`src/rtl/mfek_pkg.sv`:
```
// Shared types, constants and codes of the Edmonds-Karp max flow core.
// No dependencies; every module file of the core imports this package.
package mfek_pkg;

    localparam int DEF_MAX_VERTICES = 64;
    localparam int DEF_MAX_DEGREE   = 16;

    localparam int MODE_W      = 2;
    localparam int FIELD_W     = 7;
    localparam int CAP_W       = 16;
    localparam int FLOW_W      = 32;
    localparam int STATUS_W    = 2;
    localparam int RES_W       = 24;
    localparam int IN_TDATA_W  = 32;
    localparam int OUT_TDATA_W = 40;

    localparam logic [FIELD_W-1:0]  VC_RESET = 7'd64;
    localparam logic [FLOW_W-1:0]   INT_MAX  = 32'h7FFF_FFFF;
    localparam logic [FLOW_W-1:0]   FLOW_MAX = 32'hFFFF_FFFF;
    localparam logic [RES_W-1:0]    RES_MAX  = 24'hFF_FFFF;

    localparam logic [MODE_W-1:0] MODE_ADD   = 2'd0;
    localparam logic [MODE_W-1:0] MODE_SOLVE = 2'd1;
    localparam logic [MODE_W-1:0] MODE_CLEAR = 2'd2;

    localparam logic [STATUS_W-1:0] STATUS_OK    = 2'd0;
    localparam logic [STATUS_W-1:0] STATUS_FULL  = 2'd1;
    localparam logic [STATUS_W-1:0] STATUS_RANGE = 2'd2;

    typedef enum logic [4:0] {
        ST_IDLE, ST_DECODE, ST_ADD_RD, ST_ADD_CHK, ST_ADD_W1, ST_ADD_W2, ST_CLEAR,
        ST_BFS_INIT, ST_POP, ST_POP_CNT, ST_CNT_LOAD, ST_ARC_RD, ST_ARC_EVAL,
        ST_SEARCH_END, ST_PW_INIT, ST_PW_RD, ST_PW_ARC, ST_PW_EVAL, ST_PW_DONE,
        ST_AUG_INIT, ST_AUG_RD, ST_AUG_ARC, ST_AUG_SUB, ST_BK_RD, ST_BK_CHK,
        ST_AUG_NEXT, ST_TOTAL, ST_FINISH
    } state_t;

    typedef enum logic [4:0] {
        CMD_NONE, CMD_LOAD, CMD_ADD_RD, CMD_ADD_CHK, CMD_ADD_W1, CMD_ADD_W2,
        CMD_CLEAR, CMD_BFS_INIT, CMD_POP, CMD_POP_CNT, CMD_CNT_LOAD, CMD_ARC_RD,
        CMD_ARC_EVAL, CMD_PW_INIT, CMD_PW_RD, CMD_PW_ARC, CMD_PW_EVAL,
        CMD_AUG_INIT, CMD_AUG_RD, CMD_AUG_ARC, CMD_AUG_SUB, CMD_BK_RD,
        CMD_BK_CHK, CMD_AUG_NEXT, CMD_TOTAL, CMD_EMIT
    } cmd_t;

    typedef struct packed {
        logic [MODE_W-1:0] mode;
        logic              range_err;
        logic              list_full;
        logic              head_eq_tail;
        logic              arc_done;
        logic              walk_done;
        logic              sink_reached;
        logic              amount_zero;
        logic              tgt_match;
        logic              out_busy;
    } dp_status_t;

endpackage

```
`src/rtl/mfek_ctrl.sv`:
```
// Sequencer of the max flow core: edge load, clear and the search/augment loop.
// Depends on mfek_pkg; drives the datapath through cmd_t and reads dp_status_t.
module mfek_ctrl
    import mfek_pkg::*;
(
    input  logic       aclk,
    input  logic       aresetn,
    input  logic       s_tvalid,
    output logic       s_tready,
    input  dp_status_t status,
    output cmd_t       cmd
);

    state_t state_reg, state_next;

    always_ff @(posedge aclk) begin
        if (!aresetn) begin
            state_reg <= ST_IDLE;
        end else begin
            state_reg <= state_next;
        end
    end

    always_comb begin
        state_next = state_reg;
        case (state_reg)
            ST_IDLE: begin
                if (s_tvalid) state_next = ST_DECODE;
            end
            ST_DECODE: begin
                case (status.mode)
                    MODE_ADD:   state_next = ST_ADD_RD;
                    MODE_SOLVE: state_next = ST_BFS_INIT;
                    MODE_CLEAR: state_next = ST_CLEAR;
                    default:    state_next = ST_FINISH;
                endcase
            end
            ST_ADD_RD:  state_next = ST_ADD_CHK;
            ST_ADD_CHK: begin
                if (status.range_err || status.list_full) begin
                    state_next = ST_FINISH;
                end else begin
                    state_next = ST_ADD_W1;
                end
            end
            ST_ADD_W1:   state_next = ST_ADD_W2;
            ST_ADD_W2:   state_next = ST_FINISH;
            ST_CLEAR:    state_next = ST_FINISH;
            ST_BFS_INIT: state_next = ST_POP;
            ST_POP: begin
                if (status.head_eq_tail) begin
                    state_next = ST_SEARCH_END;
                end else begin
                    state_next = ST_POP_CNT;
                end
            end
            ST_POP_CNT:  state_next = ST_CNT_LOAD;
            ST_CNT_LOAD: state_next = ST_ARC_RD;
            ST_ARC_RD: begin
                if (status.arc_done) begin
                    state_next = ST_POP;
                end else begin
                    state_next = ST_ARC_EVAL;
                end
            end
            ST_ARC_EVAL: state_next = ST_ARC_RD;
            ST_SEARCH_END: begin
                if (status.sink_reached) begin
                    state_next = ST_PW_INIT;
                end else begin
                    state_next = ST_FINISH;
                end
            end
            ST_PW_INIT: state_next = ST_PW_RD;
            ST_PW_RD: begin
                if (status.walk_done) begin
                    state_next = ST_PW_DONE;
                end else begin
                    state_next = ST_PW_ARC;
                end
            end
            ST_PW_ARC:  state_next = ST_PW_EVAL;
            ST_PW_EVAL: state_next = ST_PW_RD;
            ST_PW_DONE: begin
                if (status.amount_zero) begin
                    state_next = ST_FINISH;
                end else begin
                    state_next = ST_AUG_INIT;
                end
            end
            ST_AUG_INIT: state_next = ST_AUG_RD;
            ST_AUG_RD: begin
                if (status.walk_done) begin
                    state_next = ST_TOTAL;
                end else begin
                    state_next = ST_AUG_ARC;
                end
            end
            ST_AUG_ARC: state_next = ST_AUG_SUB;
            ST_AUG_SUB: state_next = ST_BK_RD;
            ST_BK_RD: begin
                if (status.arc_done) begin
                    state_next = ST_AUG_NEXT;
                end else begin
                    state_next = ST_BK_CHK;
                end
            end
            ST_BK_CHK: begin
                if (status.tgt_match) begin
                    state_next = ST_AUG_NEXT;
                end else begin
                    state_next = ST_BK_RD;
                end
            end
            ST_AUG_NEXT: state_next = ST_AUG_RD;
            ST_TOTAL:    state_next = ST_BFS_INIT;
            ST_FINISH: begin
                if (!status.out_busy) state_next = ST_IDLE;
            end
            default: state_next = ST_IDLE;
        endcase
    end

    always_comb begin
        s_tready = 1'b0;
        cmd      = CMD_NONE;
        case (state_reg)
            ST_IDLE: begin
                s_tready = 1'b1;
                if (s_tvalid) cmd = CMD_LOAD;
            end
            ST_ADD_RD:   cmd = CMD_ADD_RD;
            ST_ADD_CHK:  cmd = CMD_ADD_CHK;
            ST_ADD_W1:   cmd = CMD_ADD_W1;
            ST_ADD_W2:   cmd = CMD_ADD_W2;
            ST_CLEAR:    cmd = CMD_CLEAR;
            ST_BFS_INIT: cmd = CMD_BFS_INIT;
            ST_POP:      cmd = CMD_POP;
            ST_POP_CNT:  cmd = CMD_POP_CNT;
            ST_CNT_LOAD: cmd = CMD_CNT_LOAD;
            ST_ARC_RD:   cmd = CMD_ARC_RD;
            ST_ARC_EVAL: cmd = CMD_ARC_EVAL;
            ST_PW_INIT:  cmd = CMD_PW_INIT;
            ST_PW_RD:    cmd = CMD_PW_RD;
            ST_PW_ARC:   cmd = CMD_PW_ARC;
            ST_PW_EVAL:  cmd = CMD_PW_EVAL;
            ST_AUG_INIT: cmd = CMD_AUG_INIT;
            ST_AUG_RD:   cmd = CMD_AUG_RD;
            ST_AUG_ARC:  cmd = CMD_AUG_ARC;
            ST_AUG_SUB:  cmd = CMD_AUG_SUB;
            ST_BK_RD:    cmd = CMD_BK_RD;
            ST_BK_CHK:   cmd = CMD_BK_CHK;
            ST_AUG_NEXT: cmd = CMD_AUG_NEXT;
            ST_TOTAL:    cmd = CMD_TOTAL;
            ST_FINISH: begin
                if (!status.out_busy) cmd = CMD_EMIT;
            end
            default: cmd = CMD_NONE;
        endcase
    end

endmodule

```
`config.mk`:
```
export PLATFORM = sky130hd
export DESIGN_NAME = mfek_ctrl
export DESIGN_NICKNAME = d
export VERILOG_FILES = /design/src/rtl/mfek_pkg.sv /design/src/rtl/mfek_ctrl.sv
export SDC_FILE = /design/constraint.sdc
export NUM_CORES = 1
export LEC_CHECK = 0
export BUFFER_PORTS_ARGS = -buffer_cell sky130_fd_sc_hd__buf_4
export CORE_MARGIN = 3
export CORE_UTILIZATION = 50
export CTS_CLUSTER_SIZE = 28
export DETAILED_ROUTE_END_ITERATION = 10
export GPL_ROUTABILITY_DRIVEN = 0
export GPL_TIMING_DRIVEN = 0
export PLACE_DENSITY = 0.85
export SLEW_MARGIN = 20
export SYNTH_ARGS = -nofsm -noshare
export SYNTH_HDL_FRONTEND = slang
export SYNTH_SLANG_ARGS = --single-unit
```
`constraint.sdc`:
```
create_clock -name aclk -period 3.4 [get_ports aclk]
set_input_delay 0.68 -clock aclk [delete_from_list [all_inputs] [get_ports aclk]]
set_output_delay 0.68 -clock aclk [all_outputs]
set_load 0.02 [all_outputs]
```
==> results.md <==
Pwr:
- For this design the static power due to leakage is approximately 0.45 nW.
- The total power density per cell area is a little over 1000 mW/mm².
- The worst voltage drop across the vdd grid is 0.000595 V.

Drt:
- The residual DRC count is 0.
- The final route contains between 1000 and 1500 vias.
- In the final routed layout, each cell accounts on average for 16.2 µm.
- The first-iteration detailed-routing DRC count is around 110.
- The number of nets with antenna violations after routing is 0.
- The total iterations of the first detailed-routing run is 6.
- The final routed wirelength across all metal layers is about 3.1 mm.
- The mean number of vias per cell is ~6.7.

Timing:
- The number of pins with negative max-slew slack in the final report is 0.
- In this run the tightest slew margin relative to its limit is a little under three quarters.
- The total negative slack for setup checks is 0 ps.
- The final-report hold violation count is 0.
- In the finished design, the share of the clock period the worst path needs comes to 75.3%.
- Setup repair after global routing left no endpoint under its margin.
- The minimum clock period after layout is ~2600 ps.
- The number of failing setup endpoints in the final timing report is 0.
- Between clock sinks in the finished design, the worst skew comes to 1.67 ps.
- Static timing analysis puts the maximum clock frequency at around 390 MHz.
- For the pin with the worst max-slew slack, the measured transition is between 400 and 500 ps.

CTS:
- The clock input transition at the sequential cells of the worst setup and hold paths is around 50 ps.
- The number of buffers on the longest clock path is 2.
- The count of H-tree levels built during CTS is 1.
- The TritonCTS buffer count is 3.
- The source-to-sink clock delay at the later pin of the worst-skew pair is around 260 ps.
- The number of gates resized after CTS was 0.
- CTS saw 5 sinks.
- Clock tree synthesis selected as its root buffer the cell clkbuf_4.
- TritonCTS built the clock tree.
- Post-CTS timing repair inserted 0 buffers for setup.
- The post-cts hold buffer count is 0.

Yosys:
- For this run, the number of Yosys warnings is 0.
- The synthesized design contains 5 register bits.
- After synthesis the cells add up to 925 µm².
- Of the total synthesized cell area, the portion taken by AND, OR, NAND and NOR gates is 35.0%.
- In the post-synthesis netlist, the biggest area contributors are dfxtp_1 (11%), nor2_1 (7.7%), nand2_1 (7.3%).
- Of the synthesized area, sequential elements account for between 10% and 20%.
- After synthesis, the share of cell area in mux cells is 0%.
- Synthesis produced a netlist with a net count of 161.
- Summing the areas of all compound-gate instances in the mapped netlist gives 39.8% of the synthesized area.
- Synthesis produced a netlist whose cell count is 145.
- Yosys mapped the design onto 46 distinct sky130hd cell types.
- The adder-cell share of the synthesized area is approximately 2.7%.
- The mean instance size in the synthesized netlist is 6.38 µm².
- The post-synthesis xor/xnor area fraction is 0%.
- The top cell type by area accounts for a little over a tenth of the synthesized area.
- The largest area contributor in the netlist is dfxtp_1.
- By area, the combinational part of the netlist is dominated by compound AO/OA/AOI/OAI gates.

Global route:
- The number of antenna violations at the first check in global routing is 0.
- The total overflow reported by the global router is 0.
- The pin count of the biggest net entering global routing is 11.
- The first global-routing pass estimated roughly 5.1 mm of wire.
- The number of global-route vias before repair was 1178.
- The combined global-route utilization of all metal layers is 26.2%.

Worst setup path:
- The critical path class is register to output port.
- The critical path endpoint category is an output port.
- STA puts the critical path data arrival time at 1880 ps.
- For the worst setup path, the data required time is ~2700 ps.
- The maximum fanout encountered on the critical timing path is 10.
- STA classifies the critical path startpoint as a register.

Die:
- The core footprint is 0.00163 mm².
- Once the floorplan was initialized, standard cells occupied between 50% and 60% of the core.
- The die covers 0.00240 mm².
- In this run the horizontal extent of the chip is 49.0 µm.
- The boundary pin count is 20.
- The vertical die dimension is between 40 and 50 µm.
- The number of standard-cell rows in the floorplan is 14.

Cells and area:
- Leaving out fill and tap cells, the most frequent cell in the layout is buf_4.
- After routing the design area is approximately 0.0011 mm².
- Leaving out fill and tap cells, the most frequent cells in the layout are buf_4 (21), nor2_1 (19), nand2_1 (18), buf_2 (8).
- The final layout contains ~190 nets.
- 0 antenna diodes ended up in the layout.
- The register with the most flip-flops in the layout has 5 of them.
- The post-route netlist has between 20% and 30% of its cells at a drive strength greater than 1.
- The filler cell count is ~150.
- Compared with the post-synthesis result, the final layout area differs by 21.7%.

Placement:
- Once placement finished, the instance area stood at about 0.0011 mm².
- Input and output buffers added on the ports amount to 19.
- The placed wire-length estimate is ~2.3 mm.

Status:
- The run finished with clean final reports.

Run:
- The tool flagged a number of max-cap violations equal to 0.

Min path:
- The worst hold path belongs to the class input pin to register.
==> through the flow <==
step / std cells / setup WS [ps] / util (%) / hold WS [ps] / power, mW
3_5_place_dp: 188 / 1150 / 67.4 / 817 / 1.06
4_1_cts: 192 / 881 / 69.0 / 681 / 1.14
5_1_grt: 192 / 782 / 69.0 / 676 / 1.25
6_report: 192 / 839 / 69.0 / 690 / 1.17
2_1_floorplan: 145 / 1280 / - / 747 / 0.801
3_3_place_gp: 188 / 1240 / 67.4 / 813 / 1.04
==> final cells by class <==
type	instances	area (µm²)	share of cell area (%)
Timing Repair Buffer	19	143	12.7
Tap cell	24	30.0	2.67
Clock inverter	1	5.00	0.445
Sequential cell	5	100	8.90
Clock buffer	3	22.5	2.00
Buffer	13	81.3	7.23
Inverter	7	26.3	2.34
Multi-Input combinational cell	120	717	63.7
==> where the power goes <==
part / leakage [nW] / switching (mW) / internal, mW / total [mW]
registers: 0.0413 / 0.0297 / 0.0859 / 0.116
clock network: 0.0177 / 0.0314 / 0.0430 / 0.0743
logic: 0.395 / 0.599 / 0.381 / 0.980
total: 0.454 / 0.660 / 0.510 / 1.17
==> layer usage <==
layer  vias up  global-route usage, %  share of wire, %
li1        578                      -                 -
met2       120                   42.3                45
met5         -                      0                 0
met1       567                   32.6                39
met3        19                   3.98                12
met4         0                   15.6               3.7
==> Yosys cell counts, drive strengths merged <==
cell type	instances
nor2	20
nand2	19
buf	12
o21ai	11
a21oi	8
a31oi	7
inv	7
nand2b	6
nor2b	6
o22ai	6
dfxtp	5
nand3	5
nor3	4
or2	3
a221oi	2
ha	2
a2111oi	1
a211oi	1
a21boi	1
a22o	1
a22oi	1
a2bb2oi	1
a311o	1
a311oi	1
a41oi	1
clkbuf	1
nand3b	1
nor4	1
o211ai	1
o21a	1
o221a	1
o221ai	1
o2bb2ai	1
o311a	1
o31a	1
o32a	1
o41a	1
or3	1
==> worst paths after layout <==
check | startpoint | endpoint | cells after the start | slack, ps
setup / recovery | state_reg[2] | cmd[0] | 6 | 840
hold / removal | aresetn | state_reg[4] | 3 | 690
hold reg to reg | state_reg[2] | state_reg[4] | 3 | 860
setup reg to reg | state_reg[2] | state_reg[2] | 4 | 1790
==> worst max-delay path, stage by stage, from the launching register on <==
cell and delay [ps]:
dfxtp_1 430, buf_2 270, buf_2 270, o21ai_1 90
a221oi_1 290, o21ai_1 110, buf_4 160
==> cell families (layout without fill, tap and decap cells) <==
kind of cell | Yosys count | count (layout)
compound gates | 52 | 52
fa+ha+maj | 2 | 2
buf+inv | 20 | 43
flops | 5 | 5
simple gates | 66 | 66
No activity file was read; power rests on OpenSTA's default activity.
